### src/hdl/sem_pkg.sv
// shared types and constants of the sobel edge magnitude core
`timescale 1ns / 1ps
package sem_pkg;

   localparam int DEF_MAX_WIDTH  = 1024;
   localparam int DEF_PIXEL_BITS = 8;
   localparam int COUNT_LIMIT    = 1024;
   localparam int CNT_W          = 10;
   localparam int CFG_W          = 11;
   localparam int PIX_W          = 8;
   localparam int MAG_W          = 8;
   localparam int MAG_MAX        = 255;
   localparam int QDEPTH         = 4;
   localparam int QPTR_W         = $clog2(QDEPTH);
   localparam int QCNT_W         = $clog2(QDEPTH + 1);
   localparam int CSR_IDX_W      = 1;

   localparam logic [CFG_W-1:0] WIDTH_RESET  = CFG_W'(640);
   localparam logic [CFG_W-1:0] HEIGHT_RESET = CFG_W'(480);

   typedef enum logic [CSR_IDX_W-1:0] {
      CSR_FRAME_WIDTH  = 1'b0,
      CSR_FRAME_HEIGHT = 1'b1
   } csr_index_type;

   // pixel position and class, from the counters to the datapath
   typedef struct packed {
      logic             valid;
      logic [CNT_W-1:0] row;
      logic [CNT_W-1:0] col;
      logic             border;
      logic             interior;
   } issue_type;

   typedef struct packed {
      logic [CNT_W-1:0] row;
      logic [CNT_W-1:0] col;
      logic [MAG_W-1:0] mag;
      logic             border;
      logic             interior;
   } res_type;

   typedef struct packed {
      logic    valid;
      res_type res;
   } push_type;

endpackage

### src/hdl/sem_req_if.sv
// pixel input channel
`timescale 1ns / 1ps
interface sem_req_if;
   import sem_pkg::*;

   logic             valid;
   logic             ready;
   logic [PIX_W-1:0] pixel;

   modport source (output valid, output pixel, input ready);
   modport sink (input valid, input pixel, output ready);
endinterface

### src/hdl/sem_front.sv
// front end: frame registers, position counters, item classification and admission
`timescale 1ns / 1ps
module sem_front #(
   parameter int MAX_WIDTH  = sem_pkg::DEF_MAX_WIDTH,
   parameter int PIXEL_BITS = sem_pkg::DEF_PIXEL_BITS
) (
   input  logic                          clock,
   input  logic                          reset,
   input  logic                          csr_wr_en,
   input  logic [sem_pkg::CSR_IDX_W-1:0] csr_index,
   input  logic [sem_pkg::CFG_W-1:0]     csr_wdata,
   sem_req_if.sink                       req_chan,
   input  logic                          clr_busy,
   input  logic                          s1_busy,
   input  logic [sem_pkg::QCNT_W-1:0]    q_count,
   output sem_pkg::issue_type            issue,
   output logic [PIXEL_BITS-1:0]         issue_pixel
);
   import sem_pkg::*;

   localparam int LIM = (MAX_WIDTH < COUNT_LIMIT) ? MAX_WIDTH : COUNT_LIMIT;

   logic [CFG_W-1:0] frame_width_ff, frame_width_in;
   logic [CFG_W-1:0] frame_height_ff, frame_height_in;
   logic [CNT_W-1:0] row_ff, row_in;
   logic [CNT_W-1:0] col_ff, col_in;

   logic [CFG_W-1:0] w_eff, h_eff;
   logic [CFG_W-1:0] row_adv, col_nxt, row_nxt;
   logic [CNT_W-1:0] r, c;
   logic             line_wrap, accept;

   always_comb begin
      frame_width_in  = frame_width_ff;
      frame_height_in = frame_height_ff;
      if (csr_wr_en && csr_index == CSR_FRAME_WIDTH) begin
         frame_width_in = csr_wdata;
      end
      if (csr_wr_en && csr_index == CSR_FRAME_HEIGHT) begin
         frame_height_in = csr_wdata;
      end
   end

   always_comb begin
      if (frame_width_ff == '0) begin
         w_eff = CFG_W'(1);
      end else if (frame_width_ff > CFG_W'(LIM)) begin
         w_eff = CFG_W'(LIM);
      end else begin
         w_eff = frame_width_ff;
      end
      if (frame_height_ff == '0) begin
         h_eff = CFG_W'(1);
      end else if (frame_height_ff > CFG_W'(COUNT_LIMIT)) begin
         h_eff = CFG_W'(COUNT_LIMIT);
      end else begin
         h_eff = frame_height_ff;
      end
   end

   // a narrowed width can leave the column past the line end
   always_comb begin
      line_wrap = {1'b0, col_ff} >= w_eff;
      row_adv   = {1'b0, row_ff} + CFG_W'(line_wrap);
      r         = (row_adv >= h_eff) ? '0 : row_adv[CNT_W-1:0];
      c         = line_wrap ? '0 : col_ff;
   end

   always_comb begin
      col_nxt = {1'b0, c} + CFG_W'(1);
      row_nxt = {1'b0, r};
      if (col_nxt >= w_eff) begin
         col_nxt = '0;
         row_nxt = {1'b0, r} + CFG_W'(1);
         if (row_nxt >= h_eff) begin
            row_nxt = '0;
         end
      end
   end

   assign req_chan.ready = !clr_busy
                           && (q_count + QCNT_W'(s1_busy)) < QCNT_W'(QDEPTH);
   assign accept = req_chan.valid && req_chan.ready;

   always_comb begin
      row_in = row_ff;
      col_in = col_ff;
      if (accept) begin
         row_in = row_nxt[CNT_W-1:0];
         col_in = col_nxt[CNT_W-1:0];
      end
   end

   always_comb begin
      issue.valid    = accept;
      issue.row      = r;
      issue.col      = c;
      issue.border   = (r == '0) || ({1'b0, r} == h_eff - CFG_W'(1))
                       || (c == '0) || ({1'b0, c} == w_eff - CFG_W'(1));
      issue.interior = (r >= CNT_W'(2)) && (c >= CNT_W'(2));
      issue_pixel    = PIXEL_BITS'(req_chan.pixel);
   end

   always_ff @(posedge clock) begin
      if (reset) begin
         frame_width_ff  <= WIDTH_RESET;
         frame_height_ff <= HEIGHT_RESET;
         row_ff          <= '0;
         col_ff          <= '0;
      end else begin
         frame_width_ff  <= frame_width_in;
         frame_height_ff <= frame_height_in;
         row_ff          <= row_in;
         col_ff          <= col_in;
      end
   end

`ifndef SYNTH
   a_no_accept_in_clear : assert property (@(posedge clock) disable iff (reset)
      clr_busy |-> !accept)
      else $error("item taken during line buffer clear");
`endif
endmodule

### src/flat_wrapper.sv
// flat-port wrapper written by rule: the top's interface ports become plain ports
module sem_front_flat import sem_pkg::*;
#(
   parameter int MAX_WIDTH  = sem_pkg::DEF_MAX_WIDTH,
   parameter int PIXEL_BITS = sem_pkg::DEF_PIXEL_BITS
)
  (clock, reset, csr_wr_en, csr_index, csr_wdata, clr_busy, s1_busy, q_count, issue, issue_pixel, req_chan_valid, req_chan_pixel, req_chan_ready);
  sem_req_if req_chan_i ();
  input  logic clock;
  input  logic reset;
  input  logic csr_wr_en;
  input  logic [sem_pkg::CSR_IDX_W-1:0] csr_index;
  input  logic [sem_pkg::CFG_W-1:0] csr_wdata;
  input  logic clr_busy;
  input  logic s1_busy;
  input  logic [sem_pkg::QCNT_W-1:0] q_count;
  output sem_pkg::issue_type issue;
  output logic [PIXEL_BITS-1:0] issue_pixel;
  input wire logic [$bits(req_chan_i.valid)-1:0] req_chan_valid;
  input wire logic [$bits(req_chan_i.pixel)-1:0] req_chan_pixel;
  output wire logic [$bits(req_chan_i.ready)-1:0] req_chan_ready;
  assign req_chan_i.valid = req_chan_valid;
  assign req_chan_i.pixel = req_chan_pixel;
  assign req_chan_ready = req_chan_i.ready;
  sem_front #(.MAX_WIDTH(MAX_WIDTH), .PIXEL_BITS(PIXEL_BITS)) u_core (.clock(clock), .reset(reset), .csr_wr_en(csr_wr_en), .csr_index(csr_index), .csr_wdata(csr_wdata), .req_chan(req_chan_i), .clr_busy(clr_busy), .s1_busy(s1_busy), .q_count(q_count), .issue(issue), .issue_pixel(issue_pixel));
endmodule
### config.mk
export PLATFORM = sky130hd
export DESIGN_NAME = sem_front_flat
export DESIGN_NICKNAME = d
export VERILOG_FILES = /design/src/hdl/sem_pkg.sv /design/src/hdl/sem_req_if.sv /design/src/hdl/sem_front.sv /design/src/flat_wrapper.sv
export SDC_FILE = /design/constraint.sdc
export NUM_CORES = 1
export LEC_CHECK = 0
export BUFFER_PORTS_ARGS = -buffer_cell sky130_fd_sc_hd__buf_2
export CAP_MARGIN = 25
export CORE_ASPECT_RATIO = 0.6
export CORE_MARGIN = 4
export CORE_UTILIZATION = 50
export CTS_CLUSTER_SIZE = 24
export DETAILED_ROUTE_END_ITERATION = 10
export PLACE_DENSITY_LB_ADDON = 0.08
export SLEW_MARGIN = 20
export SYNTH_ARGS = -nofsm -noshare
export SYNTH_HDL_FRONTEND = slang
export SYNTH_SLANG_ARGS = --single-unit
### constraint.sdc
create_clock -name clock -period 9.7 [get_ports clock]
set_input_delay 1.455 -clock clock [delete_from_list [all_inputs] [get_ports clock]]
set_output_delay 1.455 -clock clock [all_outputs]
set_load 0.05 [all_outputs]
# Word-level counts from Yosys, hierarchy flattened
# Index checks and enable logic that the tools add are counted.
[word_totals]
ff_bits = 42
ram_bits = 0
romBits = 0
out_inout_bits = 32
latch_bits = 0
n_memories = 0
[op_classes]
n_mux = 9
n_lt_le_gt_ge = 9
addsub = 6
shifts = 0
eq_ne = 2
bitwise = 1
n_mul = 0
reduce_logical = 13
n_div = 0
[op_table]
columns = ["cell", "count"]
rows = [
  ["$mux 10", 5],
  ["$mux 11", 4],
  ["$ge 11x11->1", 3],
  ["$add 10x1->11 const B", 2],
  ["$eq 10x11->1", 2],
  ["$gt 11x11->1 const B", 2],
  ["$logic_not 11->1", 2],
  ["$sub 11x1->11 const B", 2],
  ["$ge 10x2->1 const B", 2],
  ["$logic_not 10->1", 2],
  ["$add 10x1->11", 1],
  ["$ge 10x11->1", 1],
  ["$logic_and 1x1->1", 5],
  ["$add 3x1->3", 1],
  ["$logic_or 1x1->1", 3],
  ["$lt 3x3->1 const B", 1],
  ["$logic_not 1->1", 1],
  ["$not 1->1", 1],
]

# Logic depth before layout (Yosys ltp)
# Gate-level depths: netlist (run 1).
[depth]
word_depth = 11
depth_mapped = 41

# Worst setup path before layout (run 1)
# Ideal clock, no wire load.
[synth_path]
kind = "reg2reg"
from = "register u_core.frame_width_ff[5]"
to = "register u_core.row_ff[8]"
period_less_slack_ps = 8313
t_arrival_ps = 8239
setup_slack_ps = 1387
stages_incl_launch_ff = 41
n_path_buf = 3
path_cell_list = "dfxtp_1 or3_1 nor3_1 nand2_1 nor2_1 o21ai_0 inv_1 ha_1 nor2b_1 o21ai_0 and4_1 o21ai_2 inv_1 clkbuf_1 ha_1 ha_1 nand3_1 nor3_1 (+5 left out) a21oi_1 or2_2 buf_2 and2_1 clkbuf_1 ha_1 and3_1 nand3_1 xnor2_1 nor2_1 ha_1 o21a_1 o2111ai_1 o21ai_0 a21o_1 nor3_1 or3b_2 a31oi_1"
[synth_lines]
columns = ["element", "line", "text"]
rows = [
  ["start, declared", "sem_front.sv:23", "logic [CFG_W-1:0] frame_width_ff, frame_width_in;"],
  ["start signal, assigned", "sem_front.sv:111", "frame_width_ff <= frame_width_in;"],
  ["end signal, assigned", "sem_front.sv:113", "row_ff <= row_in;"],
  ["end, declared", "sem_front.sv:25", "logic [CNT_W-1:0] row_ff, row_in;"],
]

==> results of run 1 <==
-- routing by layer --
layer | GRT usage | wire, um | vias up
met1 | 0.402 | 6820 | 2111
met5 | 0 | 0 | -
met4 | 0.0356 | 136 | 0
li1 | - | - | 2273
met3 | 0.0664 | 1450 | 22
met2 | 0.352 | 4930 | 244
-- per-stage QoR --
step / cell area, sq um / hold WS [ps] / setup WS, ps / total power, uW / utilization
2_1_floorplan: 4420 / 442 / 1390 / 282 / -
3_3_place_gp: 4660 / 460 / 1350 / 303 / 0.544
3_5_place_dp: 4660 / 473 / 861 / 304 / 0.544
4_1_cts: 4820 / 482 / 709 / 487 / 0.564
5_1_grt: 4820 / 523 / 84.5 / 511 / 0.564
6_report: 4820 / 485 / 672 / 488 / 0.564
-- flip-flops by register name, summed over array words and instances (netlist names) --
| signal | count |
|---|---|
| u_core.col_ff | 10 |
| u_core.frame_height_ff | 11 |
| u_core.frame_width_ff | 11 |
| u_core.row_ff | 10 |
-- final cells by class --
type                            instances  share of cell area
Timing Repair Buffer                   50              0.0550
Tap cell                              112              0.0291
Sequential cell                        42               0.174
Inverter                               34              0.0265
Multi-Input combinational cell        514               0.681
Clock buffer                            8              0.0345
-- tightest hold or removal path, delay by kind of cell, from the launching register on --
kind / cells / cell delay [ps]
AO/OA/AOI/OAI: 1 / 60
AND/OR/NAND/NOR: 1 / 60
flip-flops: 1 / 320
-- cells in the final DEF (no fill, tap or decap), types with 18 or more instances in the layout --
cell / netlist / routed
sky130_fd_sc_hd__buf_2: 2 / 44
sky130_fd_sc_hd__dfxtp_1: 42 / 42
sky130_fd_sc_hd__nor3_1: 18 / 18
sky130_fd_sc_hd__nand3_1: 25 / 25
sky130_fd_sc_hd__nor2_1: 46 / 46
sky130_fd_sc_hd__nand2_1: 112 / 112
sky130_fd_sc_hd__inv_1: 31 / 31
sky130_fd_sc_hd__a21oi_1: 44 / 44
sky130_fd_sc_hd__ha_1: 53 / 53
sky130_fd_sc_hd__o21ai_0: 26 / 26
sky130_fd_sc_hd__xnor2_1: 25 / 25
-- logic make-up (layout without fill, tap and decap cells) --
kind of cell,Yosys count,in the layout,share of synthesized area
flops,42,42,0.190
xor+xnor,37,37,0.0733
fa+ha+maj,53,53,0.150
buf+inv,70,92,0.0676
simple gates,285,285,0.316
mux,3,3,0.00679
compound gates,136,136,0.197
-- path summary, 6_finish.rpt --
kind | startpoint | endpoint | slack (ps) | cells after the start
worst max-delay path | u_core.frame_width_ff[5] | issue[1] | 670 | 31
worst min-delay path | u_core.frame_height_ff[0] | u_core.frame_height_ff[0] | 490 | 2
worst max register to register | u_core.frame_width_ff[5] | u_core.row_ff[8] | 700 | 39
worst min register to register | u_core.frame_height_ff[0] | u_core.frame_height_ff[0] | 490 | 2
-- power groups by stage --
| stage | clock, uW | sequential (uW) | combinational [uW] |
|---|---|---|---|
| finish | 184 | 187 | 117 |
| floorplan | 0 | 188 | 94.1 |
| detailed placement | 0 | 191 | 114 |
| global route | 193 | 188 | 129 |
| global placement | 0 | 190 | 113 |
| CTS | 186 | 187 | 115 |
==> impl_metrics.toml, run 1 <==
[power_and_ir_drop]
power.share.sequential = 0.384
ir_drop_worst_case_vdd_mv = 0.0731
combinational_group_share_of_total_power = 0.239
cellInternalPower_uw = 336
pwr-share-clk = 0.377
netSwitchingPower_uw = 151
p_sw_frac = 0.311
leakage_uw = 0.00223
power.density_cell_area_mw_per_mm2 = 101

[synth]
synthesis.area_sq_mm = 0.00442
synthesized_net_count = 708
synthesis.instances = 626
avgSynthCellArea_sq_um = 7.06
synth_top_area_frac = 0.190
synthFlopType = "sky130_fd_sc_hd__dfxtp_1"
ys_top_cells_by_count = "112 x sky130_fd_sc_hd__nand2_1, 53 x sky130_fd_sc_hd__ha_1, 46 x sky130_fd_sc_hd__nor2_1"
synth_cell_type_count = 64
synth-edff-count = 0
synthMostInstantiatedCell = "sky130_fd_sc_hd__nand2_1"
async_reset_ff_frac = 0
synth_sequential_area_ratio = 0.190
ys_ff_latch = 42
yosys_warnings = 0
yosys.area.top_type = "sky130_fd_sc_hd__dfxtp_1"
synth.area.top_cells = "sky130_fd_sc_hd__dfxtp_1 19%, sky130_fd_sc_hd__ha_1 15%, sky130_fd_sc_hd__nand2_1 9.5%, sky130_fd_sc_hd__a21oi_1 5.0%, sky130_fd_sc_hd__xnor2_1 5.0%"

[worst_setup_path]
crit_required_ps = 8250
critical_path_buf_inv_count = 6
crit_fanout = 19
worstPathArrival_ps = 7570
worst_setup_path_start_kind = "register"
cpMaxStageDelayCell = "sky130_fd_sc_hd__a2111oi_1"
critical_path.most_common_cell = "sky130_fd_sc_hd__ha_1"
worst_path_largest_cell_delay_ps = 490
crit_path_end_kind = "primary output"
cp_top_family = "compound AO/OA/AOI/OAI gates"
path_class = "register to primary output"

[final_layout]
finalNetCount = 729
syn_to_final_growth_pct = 9.08
register_area_sq_um = 841
final.fill_count = 830
layout.cells.non_filler = 760
share_of_post_route_cells_with_drive_strength_above_1 = 0.110
diodes = 0
multiInputGateArea_sq_mm = 0.00328

[grt]
grt_antenna_before_repair = 0
first_global_vias = 4107
global_route.overflow_total = 0
largest_net_degree_at_the_start_of_global_routing = 44
grt_use_total = 0.257
grt_first_pass_wirelength_um = 21500

[floorplanning]
fp.coreArea_sq_mm = 0.00856
die_area_sq_mm = 0.0105
std_cell_rows = 26
fp.dieH_um = 80.8
initial_utilization = 0.517
floorplan.die.width_um = 129
ios = 61

[timing]
tightestPinTransition_ps = 788
finalClockSkew_ps = 5.78
rsz0062_at_grt = "no"
maxSlewHeadroom = 0.473
setup_viol_count_final = 0
hold_viol_final = 0
fmaxAchievable_mhz = 111
layout_min_cycle_time_ps = 9030
final-max-slew-violation-count = 0
tns_setup_ps = 0
final_critical_path_share_of_the_clock_period = 0.931

[clock_network]
cts-buffers-inserted = 5
clock_tree.root_cell = "sky130_fd_sc_hd__clkbuf_16"
clockBufferDepth = 2
cts_tree = "done"
clock_latency_at_the_later_pin_of_the_worst_skew_pair_ps = 290
hold_buffers = 0
cts_repair_resize_count = 0
cts.sinks = 42
clkTransAtPathRegs_ps = 60
htreeDepth = 2
post-cts-setup-buffer-count = 0

[min_path]
min-delay-path-class = "register to register"

[routing]
ant_nets = 0
routedWlPerCell_um = 17.6
route.detailed.vias_per_inst = 6.12
postRouteWirelength_um = 13300
detailedRoute.firstPassIterationCount = 5
route.detailed.drc = 0
drt_iter0_markers = 610
num_vias = 4650

[place]
globalplace.congestion = 0.976
io_buffers = 44
detailed_place_hpwl_um = 10700
place.detailed.instances = 752

[status]
status = "completed"

[run]
cap_violations = 0
Power figures use the tool's default switching activity.
==> inputs of run 2 (changes only) <==
--- a/config.mk
+++ b/config.mk
@@ -7,9 +7,11 @@
 export LEC_CHECK = 0
 export BUFFER_PORTS_ARGS = -buffer_cell sky130_fd_sc_hd__buf_2
 export CAP_MARGIN = 25
+export CELL_PAD_IN_SITES_DETAIL_PLACEMENT = 0
+export CELL_PAD_IN_SITES_GLOBAL_PLACEMENT = 2
 export CORE_ASPECT_RATIO = 0.6
 export CORE_MARGIN = 4
-export CORE_UTILIZATION = 50
+export CORE_UTILIZATION = 33
 export CTS_CLUSTER_SIZE = 24
 export DETAILED_ROUTE_END_ITERATION = 10
 export PLACE_DENSITY_LB_ADDON = 0.08
==> run 2 against run 1 <==
- final cell count grew 7.9%
- maximum frequency grew 2.4%
- power rose by 10%
==> impl_metrics.toml, run 2 (synthesis results as in run 1) <==
[final_layout]
final.fill_count = 1420
design_area_sq_mm = 0.00495
largestRegisters = "u_core.frame_height_ff x11, u_core.frame_width_ff x11"
final_common_cell = "sky130_fd_sc_hd__nand2_1"
most_frequent_cells_in_the_layout = "112 x sky130_fd_sc_hd__nand2_1, 53 x sky130_fd_sc_hd__ha_1, 46 x sky130_fd_sc_hd__nor2_1"
layout.cells.non_filler = 820
share_of_post_route_cells_with_drive_strength_above_1 = 0.114
diodes = 0
fin_util = 0.381
finalNetCount = 731
syn_to_final_growth_pct = 11.9

[routing]
detailedRoute.firstPassIterationCount = 5
num_vias = 4536
drt_iter0_markers = 344
routedWlPerCell_um = 18.2
postRouteWirelength_um = 14900
route.detailed.vias_per_inst = 5.53
route.detailed.drc = 0
ant_nets = 0

[grt]
grt_use_total = 0.194
largest_net_degree_at_the_start_of_global_routing = 44
global_route.overflow_total = 0
grt_first_pass_wirelength_um = 23600
first_global_vias = 4143
grt_antenna_before_repair = 0

[timing]
fmaxAchievable_mhz = 113
final-max-slew-violation-count = 0
maxSlewHeadroom = 0.445
hold_viol_final = 0
tns_setup_ps = 0
final_critical_path_share_of_the_clock_period = 0.909
finalClockSkew_ps = 5.39
rsz0062_at_grt = "no"
setup_viol_count_final = 0
layout_min_cycle_time_ps = 8820
tightestPinTransition_ps = 831

[power_and_ir_drop]
ir_drop_worst_case_vdd_mv = 0.0670
leakage_uw = 0.00225
power.density_cell_area_mw_per_mm2 = 109

[floorplanning]
initial_utilization = 0.341
ios = 61
fp.dieH_um = 97.7
die_area_sq_mm = 0.0154
floorplan.die.width_um = 157
std_cell_rows = 32
fp.coreArea_sq_mm = 0.0130

[clock_network]
htreeDepth = 2
cts-buffers-inserted = 5
cts_tree = "done"
cts_repair_resize_count = 0
cts.sinks = 42
clkTransAtPathRegs_ps = 60
clock_latency_at_the_later_pin_of_the_worst_skew_pair_ps = 290
hold_buffers = 0
clock_tree.root_cell = "sky130_fd_sc_hd__clkbuf_16"
clockBufferDepth = 2
post-cts-setup-buffer-count = 0

[worst_setup_path]
cpMaxStageDelayCell = "sky130_fd_sc_hd__or3_1"
path_class = "register to primary output"
worst_path_largest_cell_delay_ps = 420
crit_required_ps = 8250
critical_path.most_common_cell = "sky130_fd_sc_hd__ha_1"
crit_path_end_kind = "primary output"
cp_top_family = "simple AND/OR/NAND/NOR gates"
worst_setup_path_start_kind = "register"
worstPathArrival_ps = 7360
crit_fanout = 19
critical_path_buf_inv_count = 6

[place]
place.detailed.instances = 812
placed_area_sq_mm = 0.00475
detailed_place_hpwl_um = 12200
io_buffers = 44
globalplace.congestion = 0.863

[min_path]
min-delay-path-class = "register to register"

[status]
status = "completed"

[run]
cap_violations = 0
run 2: cell count changes in the layout (fill, tap and decap cells not counted), sizes merged:
cell	before	now
buf	50	52
bufinv	0	2
clkbuf	8	6
run 2: layer usage:
layer  wire length, um  GRT usage  vias to the layer above
met1              8440      0.333                     2116
li1                  -          -                     2264
met2              5350      0.240                      144
met4                87     0.0238                        0
met5                 0          0                        -
met3              1070     0.0383                       12
run 2: area by class of cell:
class                           count  area (sq um)  area share
Clock buffer                        6           139      0.0281
Clock inverter                      2          60.1      0.0121
Inverter                           34           128      0.0258
Multi-Input combinational cell    514          3290       0.664
Sequential cell                    42           841       0.170
Tap cell                          170           213      0.0430
Timing Repair Buffer               52           280      0.0566
run 2: worst register-to-register path, delay by kind of cell (launching register included):
kind,cells,cell delay (ps)
AOI/OAI and AO/OA,11,2110
xor gates and xnor gates,2,500
adders and majority gates,6,1420
buffers and inverters,4,870
DFF,1,380
and+or+nand+nor,15,3390
run 2: path summary, 6_finish.rpt:
kind	start	endpoint	slack (ps)	cells after the start
min	u_core.frame_height_ff[0]	u_core.frame_height_ff[0]	470	2
min reg2reg	u_core.frame_height_ff[0]	u_core.frame_height_ff[0]	470	2
max	u_core.frame_width_ff[5]	issue[1]	880	31
max reg2reg	u_core.frame_width_ff[5]	u_core.row_ff[8]	970	38
run 2: where the power goes:
group / total, uW / leakage (uW) / switching [uW] / internal [uW]
Sequential: 187 / 0.000342 / 9.14 / 178
Combinational: 120 / 0.00182 / 78.6 / 41.5
Clock: 230 / 0.0000971 / 75.4 / 155
Total: 538 / 0.00225 / 163 / 374
run 2: per-stage QoR:
step / power, uW / hold WS [ps] / setup slack (ps)
after floorplan: 282 / 442 / 1390
after global placement: 311 / 466 / 1250
after detailed placement: 310 / 465 / 1060
after CTS: 541 / 474 / 901
after global routing: 565 / 513 / 12.3
final: 538 / 474 / 884
