$ cat src/hdl/sem_pkg.sv
// shared types and constants of the sobel edge magnitude core
`timescale 1ns / 1ps
package sem_pkg;

   localparam int DEF_MAX_WIDTH  = 1024;
   localparam int DEF_PIXEL_BITS = 8;
   localparam int COUNT_LIMIT    = 1024;
   localparam int CNT_W          = 10;
   localparam int CFG_W          = 11;
   localparam int PIX_W          = 8;
   localparam int MAG_W          = 8;
   localparam int MAG_MAX        = 255;
   localparam int QDEPTH         = 4;
   localparam int QPTR_W         = $clog2(QDEPTH);
   localparam int QCNT_W         = $clog2(QDEPTH + 1);
   localparam int CSR_IDX_W      = 1;

   localparam logic [CFG_W-1:0] WIDTH_RESET  = CFG_W'(640);
   localparam logic [CFG_W-1:0] HEIGHT_RESET = CFG_W'(480);

   typedef enum logic [CSR_IDX_W-1:0] {
      CSR_FRAME_WIDTH  = 1'b0,
      CSR_FRAME_HEIGHT = 1'b1
   } csr_index_type;

   // pixel position and class, from the counters to the datapath
   typedef struct packed {
      logic             valid;
      logic [CNT_W-1:0] row;
      logic [CNT_W-1:0] col;
      logic             border;
      logic             interior;
   } issue_type;

   typedef struct packed {
      logic [CNT_W-1:0] row;
      logic [CNT_W-1:0] col;
      logic [MAG_W-1:0] mag;
      logic             border;
      logic             interior;
   } res_type;

   typedef struct packed {
      logic    valid;
      res_type res;
   } push_type;

endpackage

$ cat src/hdl/sem_rsp_if.sv
// edge magnitude result channel
`timescale 1ns / 1ps
interface sem_rsp_if;
   import sem_pkg::*;

   logic             valid;
   logic             ready;
   logic [CNT_W-1:0] out_row;
   logic [CNT_W-1:0] out_col;
   logic [MAG_W-1:0] magnitude;
   logic             last_of_run;

   modport source (output valid, output out_row, output out_col, output magnitude,
                   output last_of_run, input ready);
   modport sink (input valid, input out_row, input out_col, input magnitude,
                 input last_of_run, output ready);
endinterface

$ cat src/hdl/sem_back.sv
// back end: result queue and emission of one or two results per item
`timescale 1ns / 1ps
module sem_back (
   input  logic                       clock,
   input  logic                       reset,
   input  sem_pkg::push_type          push,
   output logic [sem_pkg::QCNT_W-1:0] q_count,
   sem_rsp_if.source                  rsp_chan
);
   import sem_pkg::*;

   res_type            q_ff [QDEPTH];
   logic [QPTR_W-1:0]  wr_ptr_ff, wr_ptr_in;
   logic [QPTR_W-1:0]  rd_ptr_ff, rd_ptr_in;
   logic [QCNT_W-1:0]  count_ff, count_in;
   logic               phase_ff, phase_in;

   res_type            head;
   logic               emit_interior, fire, pop;

   assign head          = q_ff[rd_ptr_ff];
   assign emit_interior = head.interior && !phase_ff;

   always_comb begin
      rsp_chan.valid = count_ff != '0;
      if (emit_interior) begin
         rsp_chan.out_row     = head.row - CNT_W'(1);
         rsp_chan.out_col     = head.col - CNT_W'(1);
         rsp_chan.magnitude   = head.mag;
         rsp_chan.last_of_run = !head.border;
      end else begin
         rsp_chan.out_row     = head.row;
         rsp_chan.out_col     = head.col;
         rsp_chan.magnitude   = '0;
         rsp_chan.last_of_run = 1'b1;
      end
   end

   assign fire = rsp_chan.valid && rsp_chan.ready;
   assign pop  = fire && !(emit_interior && head.border);

   always_comb begin
      wr_ptr_in = wr_ptr_ff;
      rd_ptr_in = rd_ptr_ff;
      count_in  = count_ff;
      phase_in  = phase_ff;
      if (push.valid) begin
         wr_ptr_in = wr_ptr_ff + QPTR_W'(1);
      end
      if (pop) begin
         rd_ptr_in = rd_ptr_ff + QPTR_W'(1);
         phase_in  = 1'b0;
      end else if (fire) begin
         // interior result sent, border zero of the same item still due
         phase_in = 1'b1;
      end
      count_in = count_ff + QCNT_W'(push.valid) - QCNT_W'(pop);
   end

   assign q_count = count_ff;

   always_ff @(posedge clock) begin
      if (reset) begin
         wr_ptr_ff <= '0;
         rd_ptr_ff <= '0;
         count_ff  <= '0;
         phase_ff  <= 1'b0;
      end else begin
         wr_ptr_ff <= wr_ptr_in;
         rd_ptr_ff <= rd_ptr_in;
         count_ff  <= count_in;
         phase_ff  <= phase_in;
      end
   end

   always_ff @(posedge clock) begin
      if (push.valid) begin
         q_ff[wr_ptr_ff] <= push.res;
      end
   end

`ifndef SYNTH
   a_queue_bound : assert property (@(posedge clock) disable iff (reset)
      count_ff <= QCNT_W'(QDEPTH))
      else $error("result queue over capacity");
   a_no_push_when_full : assert property (@(posedge clock) disable iff (reset)
      (count_ff == QCNT_W'(QDEPTH)) |-> !push.valid)
      else $error("push into full result queue");
   a_phase_only_split : assert property (@(posedge clock) disable iff (reset)
      phase_ff |-> (count_ff != '0 && head.interior && head.border))
      else $error("split emission on an item without two results");
`endif
endmodule

$ cat src/flat_wrapper.sv
// flat-port wrapper written by rule: the top's interface ports become plain ports
module sem_back_flat import sem_pkg::*;
  (clock, reset, push, q_count, rsp_chan_valid, rsp_chan_out_row, rsp_chan_out_col, rsp_chan_magnitude, rsp_chan_last_of_run, rsp_chan_ready);
  sem_rsp_if rsp_chan_i ();
  input  logic clock;
  input  logic reset;
  input  sem_pkg::push_type push;
  output logic [sem_pkg::QCNT_W-1:0] q_count;
  output wire logic [$bits(rsp_chan_i.valid)-1:0] rsp_chan_valid;
  output wire logic [$bits(rsp_chan_i.out_row)-1:0] rsp_chan_out_row;
  output wire logic [$bits(rsp_chan_i.out_col)-1:0] rsp_chan_out_col;
  output wire logic [$bits(rsp_chan_i.magnitude)-1:0] rsp_chan_magnitude;
  output wire logic [$bits(rsp_chan_i.last_of_run)-1:0] rsp_chan_last_of_run;
  input wire logic [$bits(rsp_chan_i.ready)-1:0] rsp_chan_ready;
  assign rsp_chan_valid = rsp_chan_i.valid;
  assign rsp_chan_out_row = rsp_chan_i.out_row;
  assign rsp_chan_out_col = rsp_chan_i.out_col;
  assign rsp_chan_magnitude = rsp_chan_i.magnitude;
  assign rsp_chan_last_of_run = rsp_chan_i.last_of_run;
  assign rsp_chan_i.ready = rsp_chan_ready;
  sem_back u_core (.clock(clock), .reset(reset), .push(push), .q_count(q_count), .rsp_chan(rsp_chan_i));
endmodule
$ cat config.mk
export PLATFORM = sky130hd
export DESIGN_NAME = sem_back_flat
export DESIGN_NICKNAME = d
export VERILOG_FILES = /design/src/hdl/sem_pkg.sv /design/src/hdl/sem_rsp_if.sv /design/src/hdl/sem_back.sv /design/src/flat_wrapper.sv
export SDC_FILE = /design/constraint.sdc
export NUM_CORES = 1
export LEC_CHECK = 0
export BUFFER_PORTS_ARGS = -buffer_cell sky130_fd_sc_hd__buf_2
export CAP_MARGIN = 20
export CORE_ASPECT_RATIO = 1.1
export CORE_UTILIZATION = 40
export DETAILED_ROUTE_END_ITERATION = 8
export PLACE_DENSITY_LB_ADDON = 0.15
export SYNTH_ARGS = -nofsm -noshare
export SYNTH_HDL_FRONTEND = slang
export SYNTH_SLANG_ARGS = --single-unit
$ cat constraint.sdc
create_clock -name clock -period 3.02 [get_ports clock]
set_input_delay 0.604 -clock clock [delete_from_list [all_inputs] [get_ports clock]]
set_output_delay 0.604 -clock clock [all_outputs]
set_load 0.1 [all_outputs]
Word level (Yosys, flattened, before mapping)
Memories as Yosys holds them, arrays and structs flattened. A register that Yosys moved wholly into a read port is not among the register bits.
Cells that the tools add are included.
Word-level totals
  bits in registers: 8
  latch bits: 0
  RAM bits: 120
  bits in read-only memories: 0
  input port bits: 34
  output and inout bits: 33
  word-level logic and storage cells: 28
  memories kept: 1
Cells by class
  add/sub/neg operators: 6
  multiply operators: 0
  divide/modulo/power cells: 0
  magnitude comparators: 0
  eq/ne operators: 0
  shifts and indexed selects: 0
  muxes and demuxes: 8
  bitwise operators: 0
  reductions and logical operators: 9
Memory list
  u_core.q_ff: words 4, width 30, rd ports 1, clocked after Yosys merged registers in 1, write ports 1, RTL line sem_back.sv:12  | res_type q_ff [QDEPTH];
Operators by type and width (number)
  10-bit two-way mux: 2
  10-bit by 1-bit subtractor with 10-bit output (second input constant): 2
  8-bit two-way mux: 1
  2-bit by 1-bit adder with 2-bit output (second input constant): 2
  1-bit logical AND: 4
  2-bit two-way mux: 2
  3-bit by 1-bit adder with 3-bit output: 1
  1-bit logical NOT: 3
  1-bit two-way mux: 3
  3-bit nonzero test: 1
  3-bit by 1-bit subtractor with 3-bit output: 1
  2-bit OR reduction: 1

Longest topological paths before layout
Gate-level depths: netlist of run 1.
  depth in word-level cells: 7
  gate-level depth with buffers: 12

Worst setup path before layout of run 1
No wires, ideal clock.
  path type: register to output
  start: register with a tool-made name
  end: output rsp_chan_out_row[1]
  arrival: 3.612 ns
  required time: 2.416 ns
  setup slack: -1.196 ns
  cell stages (with the launch flop): 6
  buffers on the path: 1
  cells stage by stage: dfxtp_1 -> buf_6 -> mux4_1 -> inv_1 -> ha_1 -> o21ai_0
RTL lines
  end, declared: RTL line flat_wrapper.sv:10  | output wire logic [$bits(rsp_chan_i.out_row)-1:0] rsp_chan_out_row;

==> results of run 1 <==
-- worst paths after layout --
| check | from | end | slack [ps] |
|---|---|---|---|
| worst max-delay path | register | rsp_chan_out_row[4] | -290 |
| worst min-delay path | push[26] | u_core.q_ff[2][26] | 410 |
| worst max register to register | register | u_core.q_count[2] | 410 |
| worst min register to register | u_core.phase_ff | u_core.phase_ff | 540 |
-- sequential cells by signal (all words and copies together) (netlist names), named ones only --
signal            flops
u_core.q_ff         120
u_core.rd_ptr_ff      2
u_core.wr_ptr_ff      2
u_core.phase_ff       1
u_core.q_count        3
-- cells in the final DEF (no fill, tap or decap), types with 6 or more instances in the layout --
master       n
clkbuf_16   17
nor2_1      10
buf_12      30
dfxtp_1      9
ha_1         6
mux4_2      28
inv_1        6
bufinv_16    6
inv_2        6
xnor2_4      8
xor2_4       7
and2_1      13
buf_6        8
buf_4       38
buf_2       38
edfxtp_1   120
-- power groups by stage --
stage               Combinational (mW)  Sequential [mW]  Clock [mW]
detailed placement                3.93             2.22           0
finish                            4.24             2.14        2.27
global placement                  3.90             2.21           0
floorplan                         2.64             2.28           0
global route                      4.42             2.15        2.38
CTS                               4.23             2.14        2.31
-- metal layers --
layer	vias to the layer above	part of all wire
li1	1321	-
met2	61	0.53
met3	13	0.037
met4	0	0.013
met5	-	0
met1	1476	0.42
-- worst max-delay path, stage by stage, from the launching register on --
cell     delay [ps]
dfxtp_4         370
buf_12          130
mux4_2          510
inv_2            90
ha_4            120
inv_2            30
or3_4           400
buf_4           160
nor2_4          120
xor2_4          170
buf_12          190
-- area by class of cell --
class	count	area, sq um
Timing Repair Buffer	114	1170
Clock inverter	14	236
Inverter	12	45.0
Clock buffer	18	429
Fill cell	951	5070
Tap cell	157	196
Sequential cell	130	3810
Multi-Input combinational cell	126	1850
-- cell families (layout without fill, tap and decap cells) --
group                    count (synthesis)  after routing
multiplexers                            34             34
adder cells (fa/ha/maj)                  9              9
buffers and inverters                   22            158
AND/OR/NAND/NOR                         54             54
AO/OA/AOI/OAI                            7              7
flip-flops                             130            130
XOR/XNOR                                22             22
-- per-stage QoR --
stage / setup TNS [ps] / area, sq um / utilization / hold WS, ps / cells
3_3_place_gp: -47.8 / 6770 / 0.529 / 508 / 518
6_report: -2820 / 7730 / 0.604 / 410 / 571
2_1_floorplan: -1540 / 5680 / - / 476 / 278
4_1_cts: -2920 / 7680 / 0.600 / 398 / 565
5_1_grt: -4580 / 7730 / 0.604 / 397 / 571
3_5_place_dp: -57.4 / 6770 / 0.529 / 522 / 518
-- timing repair --
action / 4_1_cts / 5_1_grt
pin swaps: 21 / 13
setup buffers: 15 / 7
endpoints found under the setup margin: 16 / 16
endpoints found under the hold margin: 0 / 0
resized for setup: 28 / 3
==> key figures, run 1 <==
Die
  – Die Width: 112 microns
  – Starting Density: 0.416
  – Die H: about 120 microns
  – I/O pin count: between 60 and 70
  – Row cnt: 43
  – Core Box Area: between 0.01 and 0.015 sq mm
  – DIE AREA: 0.0138 sq mm

Global route
  – Total GRT Usage: 0.164
  – Total grt overflow: 0
  – Pin count of the biggest net entering global routing: 31
  – First-pass GRT wire length: 16,100 microns
  – Met2 usage: 0.284
  – Met1 usage: 0.196
  – Vias in the first global route: between 3,000 and 4,000
  – Initial antenna violation count: 0
  – Top Usage Layer GRT: met2
  – GR Util met3: 0.0451

Synth
  – Xor/xnor share of the synthesized area: 0.0362
  – Synth top area share: 0.676
  – Main combinational cell family by area after synthesis: multiplexers
  – Synthesized flop and latch total: 130
  – Syn. warnings: 0
  – Count leader, synth: edfxtp_1
  – Number of enable flip-flop cells after synthesis: 120
  – Leading post-synthesis cells by instance count: edfxtp_1 (120), mux4_2 (22), nor2_1 (15)
  – Post-Synth Simple-Gate Area: 0.0627
  – Synth Area in Adders: 0.0225
  – Synth Net Count: between 300 and 400
  – Synth unique cells: 38
  – Post-Syn Area per Cell: 19.2 sq um
  – Compound-Gate Fraction of Synth Area: 0.0101
  – Ys async rst share: 0
  – Synth Instances: about 280
  – Synth area leader: edfxtp_1
  – Post-synthesis sequential area ratio: 0.714
  – Main synth FF type: edfxtp_1
  – Post-Syn Area: 0.00533 sq mm
  – Top cells by area, synth: edfxtp_1 (68%), mux4_2 (9.3%), dfxtp_1 (3.8%), mux4_1 (3.0%), xnor2_1 (2.3%)
  – Post-synthesis mux area share: 0.134

Placed design
  – Pre-CTS WS: -43.3 ps
  – IO Port Bufs: 66
  – Post-DP HPWL: between 6000 and 7000 microns
  – GP Congestion: about 0.7

Clock tree
  – H-tree depth: 4
  – CTS Buffer Depth: 2
  – Worst-Skew Late Latency: 410 ps
  – CTS Sinks: 130
  – Reg clk slew, reported paths: 50 ps
  – CTS tree: yes
  – Root Driver: clkbuf_16
  – CTS Buf Count: 17
  – Cts hold-fix bufs: 0

Detailed routing
  – Routed Antenna Nets: 0
  – Vias per cell: just over 5
  – Number of DRC markers in iteration 0: 128
  – DR pass1 iterations: 8
  – Routed WL per cell: about 18 microns
  – Post-Route WL: a little over 10,000 microns
  – DR DRC count: 3
  – Vias post-DR: 2,871

Final layout
  – Layout cells sized above 1: 0.541
  – # diodes: 0
  – Layout area overhead: 45.2%
  – Fin nets: 444

Worst setup path
  – Crit path capture type: output port
  – CP Data Required Time: approximately 2400 ps
  – WP data arrival: approximately 2700 ps
  – Crit path launch type: register
  – CP Class: register to output port
  – Worst-path maximum fanout: 6
  – FF-to-FF path depth: 11

STA
  – RSZ-0062 raised after global routing: yes
  – Final Hold Viols: 0
  – Peak Freq: slightly above 300 MHz
  – Fin. max-slew vios: 0
  – PnR worst setup slack: -288 ps
  – Fin crit share: 1.10
  – Worst-margin pin slew: 485 ps
  – Slew HR: 0.677
  – Finish-stage setup viols: 16
  – Min Tclk post-route: ~3300 ps
  – Final Skew: 4.79 ps

Flow run
  – Max-Cap Viols: 0

Power and ir drop
  – Comb pwr share: 0.490
  – VDD IR max: just under 800 uV
  – Pint: ~5.3 mW
  – Pleak: about 2.8 nW
  – Switch Pwr: roughly 3.4 mW
  – Clock share of power: 0.263
  – Sw Share: 0.388
  – Cell Pwr Density: about 1100 mW/mm^2
  – Tot Pwr: ~8.7 mW
  – Seq pwr share: 0.248

Run status
  – Outcome: finished with violations
  – Violated checks: DRC, setup timing

Hold path
  – Hold Path Depth: 1
  – Worst Hold Class: input port to register
(Power assumes the default switching activity.)
==> run 2, diff against run 1 <==
--- a/config.mk
+++ b/config.mk
@@ -5,11 +5,11 @@
 export SDC_FILE = /design/constraint.sdc
 export NUM_CORES = 1
 export LEC_CHECK = 0
-export BUFFER_PORTS_ARGS = -buffer_cell sky130_fd_sc_hd__buf_2
 export CAP_MARGIN = 20
 export CORE_ASPECT_RATIO = 1.1
 export CORE_UTILIZATION = 40
 export DETAILED_ROUTE_END_ITERATION = 8
+export DONT_BUFFER_PORTS = 1
 export PLACE_DENSITY_LB_ADDON = 0.15
 export SYNTH_ARGS = -nofsm -noshare
 export SYNTH_HDL_FRONTEND = slang
==> run 2 against run 1 <==
  * The flow still finishes with violations (DRC, setup timing)
  * Cell area down 2.1%
  * Clock power down 12%
  * Die area unchanged
  * Clock skew up 0.62 ps
  * Power down 2.7%
  * Hold slack worse by 160 ps
  * Critical endpoint is now rsp_chan_out_col[8]
  * Utilization down 1.3 points
  * Global-route usage up 0.18 points
  * Critical path type unchanged
  * Sequential power about the same
  * Clock-buffer cell count unchanged
  * Wire length down 0.34%
  * Fmax down 1.2%
  * Highest routed layer unchanged
==> key figures, run 2 (same netlist as run 1, synthesis figures left out) <==
Die
  – Die Width: 112 microns (unchanged)
  – Starting Density: 0.416 (unchanged)
  – Core Box Area: 0.0128 sq mm (unchanged)
  – DIE AREA: 0.0138 sq mm (unchanged)
  – I/O pin count: 67 (unchanged)
  – Row cnt: 43 (unchanged)
  – Die H: 123 microns (unchanged)

Final layout
  – Fin cells: 536 (-6.1%)
  – Core Util, Final: 0.591 (-0.0128)
  – Largest register FFs: 120 (unchanged)
  – Most frequent cells in the layout: edfxtp_1 (120), buf_12 (33), buf_4 (33)
  – Layout area overhead: 42.1%
  – Most flop-heavy register: u_core.q_ff
  – Most common cell after layout, fill and taps aside: edfxtp_1
  – Layout cells sized above 1: 0.501 (-0.0397)
  – Fin nets: 409 (-7.9%)
  – # diodes: 0 (unchanged)

STA
  – Setup TNS: -3650 ps (-838 ps)
  – Final Skew: 5.41 ps (+0.618 ps)
  – Final Hold Viols: 0 (unchanged)
  – Fin. max-slew vios: 0 (unchanged)
  – Min Tclk post-route: 3350 ps (+38.9 ps)
  – Finish-stage setup viols: 16 (unchanged)
  – Peak Freq: 299 MHz (-1.2%)
  – RSZ-0062 raised after global routing: yes
  – Slew HR: 0.677 (about the same)
  – Worst-margin pin slew: 485 ps (-0.0772 ps)
  – PnR worst setup slack: -327 ps (-38.9 ps)
  – Fin crit share: 1.11 (+0.0129)

Power and ir drop
  – Tot Pwr: 8.43 mW (-2.7%)
  – VDD IR max: 871 uV (+11%)
  – Cell Pwr Density: 1110 mW/mm^2 (-0.57%)
  – Pleak: 2.64 nW (-4.8%)

Global route
  – Pin count of the biggest net entering global routing: 31 (unchanged)
  – Total grt overflow: 0 (unchanged)
  – Vias in the first global route: 2,902 (-4.1%)
  – Initial antenna violation count: 0 (unchanged)
  – Total GRT Usage: 0.166 (+0.00180)
  – First-pass GRT wire length: 16,200 microns (+0.90%)

Clock tree
  – H-tree depth: 4 (unchanged)
  – Reg clk slew, reported paths: 50 ps (about the same)
  – CTS Buf Count: 17 (unchanged)
  – Cts hold-fix bufs: 0 (unchanged)
  – Worst-Skew Late Latency: 420 ps (about the same)
  – CTS Sinks: 130 (unchanged)
  – Root Driver: clkbuf_16
  – CTS Buffer Depth: 2 (unchanged)
  – CTS tree: yes

Detailed routing
  – Vias per cell: 5.09 (+1.1%)
  – Vias post-DR: 2,726 (-5.1%)
  – DR DRC count: 3 (unchanged)
  – Number of DRC markers in iteration 0: 147 (+15%)
  – DR pass1 iterations: 6 (-2)
  – Routed WL per cell: 19.0 microns (+6.2%)
  – Routed Antenna Nets: 0 (unchanged)
  – Post-Route WL: 10,200 microns (-0.34%)

Placed design
  – Post-DP HPWL: 6560 microns (+2.8%)
  – Placed Cells: 488 (-5.8%)
  – Pre-CTS WS: -27.7 ps (+15.6 ps)
  – IO Port Bufs: 0 (-100%)
  – GP Congestion: 0.676 (-3.6%)

Worst setup path
  – Slowest-stage cell, CP: mux4_2
  – CP dominant cell by count: buf_12
  – Worst-path maximum fanout: 6 (unchanged)
  – CP Class: register to output port
  – Worst path max stage delay: 560 ps (+50 ps)
  – Critical path cell sequence: buf_12 -> buf_12 -> buf_12 -> mux4_2 -> buf_6 -> inv_4 -> ha_4 -> nand4bb_4 -> nor2_4 -> xor2_4 -> buf_12
  – WP data arrival: 2740 ps (+40 ps)
  – CP Data Required Time: 2420 ps (about the same)
  – Crit path capture type: output port
  – Crit path launch type: register

Flow run
  – Max-Cap Viols: 0 (unchanged)

Hold path
  – Worst Hold Class: input port to register

Run status
  – Violated checks: DRC, setup timing
  – Outcome: finished with violations
-- run 2: cell types whose count changed in the layout (fill, tap and decap cells not counted), moves of 3 or more --
cell / before / now
buf_2: 38 / 0
buf_4: 38 / 33
buf_6: 8 / 13
bufinv_16: 6 / 2
inv_6: 0 / 4
buf_12: 30 / 33
clkinvlp_4: 2 / 5
inv_2: 6 / 3
-- run 2: final timing paths --
check | startpoint | end | slack [ps] | cells after the start
setup / recovery | register | rsp_chan_out_col[8] | -330 | 11
hold / removal | reset | register | 250 | 1
setup reg to reg | register | u_core.q_count[1] | 280 | 11
hold reg to reg | u_core.rd_ptr_ff[1] | register | 530 | 2
-- run 2: timing repair --
item,in CTS,in global routing
gates resized for setup,25,11
endpoints found under the setup margin,16,18
buffers inserted,14,2
pin swaps,16,7
-- run 2: stage by stage --
stage / area (sq um) / hold WS (ps)
after floorplan: 5680 / 476
after global placement: 6680 / 512
after detailed placement: 6680 / 514
after CTS: 7500 / 230
after global routing: 7570 / 236
final: 7570 / 247
-- run 2: final cells by class --
class	instances	area (sq um)
multi-input combinational	126	1880
clock inverter	14	155
fill	951	5240
timing repair buffer	79	1050
tap	157	196
clock buffer	18	429
sequential	130	3810
inverter	12	47.5
-- run 2: critical path: cells and delay by family (launching register included) --
kind                       cells  cell delay (ps)
adders and majority gates      1              150
and+or+nand+nor                2              360
xor gates and xnor gates       1              170
muxes                          1              560
DFF                            1              360
buffers and inverters          6              720
-- run 2: power by group --
group	switching [mW]	internal, mW
sequential	0.0462	2.09
clock	0.771	1.22
combinational	2.57	1.72
total	3.39	5.04
-- run 2: per-layer routing --
metal  vias up  GRT usage  wire length, microns
li1       1253          -                     -
met1      1391      0.196                  4050
met2        66      0.276                  5390
met3        16     0.0505                   577
met4         0     0.0850                   187
met5         -          0                     0
==> run 3, diff against run 2 <==
--- a/config.mk
+++ b/config.mk
@@ -5,6 +5,7 @@
 export SDC_FILE = /design/constraint.sdc
 export NUM_CORES = 1
 export LEC_CHECK = 0
+export ABC_AREA = 1
 export CAP_MARGIN = 20
 export CORE_ASPECT_RATIO = 1.1
 export CORE_UTILIZATION = 40
==> run 3 against run 2 <==
  * The run now ends clean
  * Clock power fell by 11%
  * Sequential cell count unchanged
  * Hold slack improved by 11 ps
  * Global-route usage rose by 1.7 points
  * Combinational power down 4%
  * Critical path type unchanged
  * First-iteration DRC count rose by 39%
  * Setup slack improved by 500 ps
  * Utilization fell by 7.2 points
  * Die area is 6.3% higher
  * Critical endpoint is now rsp_chan_out_col[6]
  * Register-to-register slack better by 250 ps
  * Cell area fell by 5.3%
==> key figures, run 3 <==
Global route
  – Initial antenna violation count: 0 (unchanged)
  – Vias in the first global route: 3,816 (+31%)
  – Pin count of the biggest net entering global routing: 61 (+97%)
  – Total grt overflow: 0 (unchanged)
  – Total GRT Usage: 0.183 (+0.0173)
  – First-pass GRT wire length: 19,300 microns (+19%)

Synth
  – Synth area leader: edfxtp_1
  – Leading post-synthesis cells by instance count: nand2_1 (152), edfxtp_1 (120), nand3_1 (58)
  – Synth Area in Adders: 0.0212 (-0.00136)
  – Post-Synth Simple-Gate Area: 0.214 (+0.151)
  – Synth top area share: 0.636 (-0.0408)
  – Main combinational cell family by area after synthesis: simple AND/OR/NAND/NOR gates
  – Compound-Gate Fraction of Synth Area: 0.0331 (+0.0230)
  – Post-Syn Area: 0.00567 sq mm (+6.4%)
  – Synth Net Count: 562 (+75%)
  – Synthesized flop and latch total: 130 (unchanged)
  – Synth Instances: 519 (+87%)
  – Syn. warnings: 0 (unchanged)
  – Count leader, synth: nand2_1
  – Top cells by area, synth: edfxtp_1 (64%), nand2_1 (10%), nand3_1 (5.1%), dfxtp_1 (3.5%), nor2_1 (2.8%)
  – Synth unique cells: 28 (-26%)
  – Xor/xnor share of the synthesized area: 0.0124 (-0.0238)
  – Ys async rst share: 0 (unchanged)
  – Main synth FF type: edfxtp_1
  – Post-synthesis sequential area ratio: 0.671 (-0.0430)
  – Post-synthesis mux area share: 0 (-0.134)
  – Number of enable flip-flop cells after synthesis: 120 (unchanged)
  – Post-Syn Area per Cell: 10.9 sq um (-43%)

Run status
  – Outcome: completed

Worst setup path
  – Worst Path Buf+Inv: 2 (-4)
  – Worst path max stage delay: 440 ps (-120 ps)
  – RR Endpoint: u_core.q_count[2]
  – CP dominant cell by count: nand2_1
  – Slowest-stage cell, CP: dfxtp_2
  – CP Class: register to output port
  – WP data arrival: 2240 ps (-500 ps)
  – FF-to-FF path depth: 13 (+2)
  – Crit path capture type: output port
  – Critical path cell sequence: clkinv_4 -> nand3_1 -> nand2_2 -> ha_1 -> nand2_1 -> nor2_2 -> nand2_1 -> xor2_2 -> buf_12
  – Crit path launch type: register
  – Critical path depth: 9 (-2)
  – R2R setup slack: 530 ps (+250 ps)
  – Crit-path leading delay family: simple AND/OR/NAND/NOR gates
  – CP Data Required Time: 2420 ps (about the same)
  – Worst-path maximum fanout: 19 (+13)

Power and ir drop
  – VDD IR max: 1080 uV (+24%)
  – Cell Pwr Density: 1120 mW/mm^2 (+0.71%)
  – Tot Pwr: 8.03 mW (-4.7%)
  – Pleak: 2.78 nW (+5.5%)

STA
  – Finish-stage setup viols: 0 (-16)
  – Final Hold Viols: 0 (unchanged)
  – Worst-margin pin slew: 749 ps (+264 ps)
  – Hold_ws: 258 ps (+10.8 ps)
  – Min Tclk post-route: 2840 ps (-503 ps)
  – RSZ-0062 raised after global routing: no
  – Slew HR: 0.500 (-0.176)
  – Fin crit share: 0.942 (-0.167)
  – Peak Freq: 352 MHz (+18%)
  – Final Skew: 17.1 ps (+11.7 ps)
  – Setup TNS: 0 ps (+3650 ps)
  – Fin. max-slew vios: 0 (unchanged)

Die
  – I/O pin count: 67 (unchanged)
  – Die Width: 116 microns (+3.1%)
  – Starting Density: 0.411 (-0.00509)
  – Die H: 127 microns (+3.1%)
  – DIE AREA: 0.0147 sq mm (+6.3%)
  – Row cnt: 45 (+4.7%)
  – Core Box Area: 0.0138 sq mm (+7.7%)

Clock tree
  – Root Driver: clkbuf_16
  – CTS Buffer Depth: 2 (unchanged)
  – Worst-Skew Late Latency: 410 ps (about the same)
  – H-tree depth: 4 (unchanged)
  – Cts hold-fix bufs: 0 (unchanged)
  – Reg clk slew, reported paths: 50 ps (about the same)
  – Post-CTS Repair Setup Buffers: 0 (-14)
  – CTS tree: yes
  – CTS Sinks: 130 (unchanged)
  – CTS Buf Count: 17 (unchanged)

Final layout
  – Fill cells: 1,196 (+26%)
  – Layout cells sized above 1: 0.185 (-0.317)
  – Most common cell after layout, fill and taps aside: nand2_1
  – Cell area after layout: 0.00717 sq mm (-5.3%)
  – Largest register FFs: 120 (unchanged)
  – Fin cells: 762 (+42%)
  – Most flop-heavy register: u_core.q_ff
  – Layout area overhead: 26.4%
  – Multi-input gate area: 0.00168 sq mm (-11%)
  – Most frequent cells in the layout: nand2_1 (152), edfxtp_1 (120), nand3_1 (58)
  – # diodes: 0 (unchanged)
  – Fin nets: 605 (+48%)
  – Register area: 0.00381 sq mm (about the same)

Detailed routing
  – Number of DRC markers in iteration 0: 205 (+39%)
  – Vias post-DR: 3,706 (+36%)
  – DR DRC count: 0 (-3)
  – Post-Route WL: 12,500 microns (+22%)
  – Routed WL per cell: 16.4 microns (-14%)
  – Vias per cell: 4.86 (-4.4%)
  – Routed Antenna Nets: 0 (unchanged)
  – DR pass1 iterations: 4 (-2)

Hold path
  – WHS Endpoint: u_core.q_count[1]
  – Min-delay src: reset
  – Hold Path Depth: 1 (unchanged)
  – Worst Hold Class: input port to register

Flow run
  – Max-Cap Viols: 0 (unchanged)

Placed design
  – Placed Cells: 729 (+49%)
  – DP Area: 0.00657 sq mm (-1.6%)
  – Post-DP HPWL: 7770 microns (+18%)
  – IO Port Bufs: 0 (unchanged)
  – GP Congestion: 0.836 (+24%)
## run 3: cell count changes in the layout (fill, tap and decap cells not counted), moves of 7 or more
cell	before	now
xor2_4	7	0
nand2_1	1	152
a21oi_2	0	8
and2_1	13	0
buf_4	33	8
nand3_1	0	58
xnor2_4	8	0
inv_1	8	36
nor2_1	10	43
mux4_2	27	0
o21ai_0	1	19
buf_6	13	2
## run 3: cells by family (layout without fill, tap and decap cells)
group	count (synthesis)	count (layout)
AO/OA/AOI/OAI	37	37
flip-flops	130	130
XOR/XNOR	8	8
buffers and inverters	59	114
adder cells (fa/ha/maj)	9	9
AND/OR/NAND/NOR	276	276
## run 3: area by class of cell
cell class | instances | area share
flip-flops and latches | 130 | 0.531
clock buffers | 22 | 0.0620
inverters | 39 | 0.0222
repair buffers | 44 | 0.108
well taps | 188 | 0.0328
multi-input cells | 330 | 0.234
clock inverters | 9 | 0.00925
## run 3: power by group
group          total, mW  switching, mW  internal (mW)
sequential          2.14         0.0568           2.08
clock               1.77          0.662           1.11
combinational       4.13           2.87           1.26
total               8.03           3.59           4.45
## run 3: what timing repair did
item                       CTS  global route
setup endpoints to repair    1            12
cloned                       0             2
gates resized for setup      1            12
hold endpoints to repair     0             0
## run 3: metrics by stage
| step | util | setup WS [ps] |
|---|---|---|
| after floorplan | - | -135 |
| after global placement | 0.476 | 465 |
| after detailed placement | 0.476 | 426 |
| after CTS | 0.514 | 1.75 |
| after global routing | 0.520 | 10.6 |
| final | 0.520 | 176 |
## run 3: worst max path at each step
stage	from	to	slack, ps
global placement	register	rsp_chan_out_col[6]	470
global route	register	rsp_chan_out_col[9]	10
finish	register	rsp_chan_out_col[6]	180
CTS	register	rsp_chan_out_row[8]	2
detailed placement	register	u_core.q_count[2]	430
floorplan	register	rsp_chan_magnitude[0]	-130
## run 3: worst register-to-register path, cell delays in order (launching register included)
cell	delay, ps
dfxtp_4	390
buf_12	180
nand2_1	80
nand3_1	110
nand2_4	140
nand3_2	100
nand2_2	100
inv_2	50
ha_1	260
inv_1	40
ha_1	180
fa_1	370
or2_2	300
a21oi_1	120
## run 3: layer usage
layer	GRT usage	vias up	share of wire
met4	0.0963	0	0.016
met1	0.210	1762	0.41
met5	0	-	0
met3	0.0612	10	0.066
li1	-	1842	-
met2	0.300	92	0.50
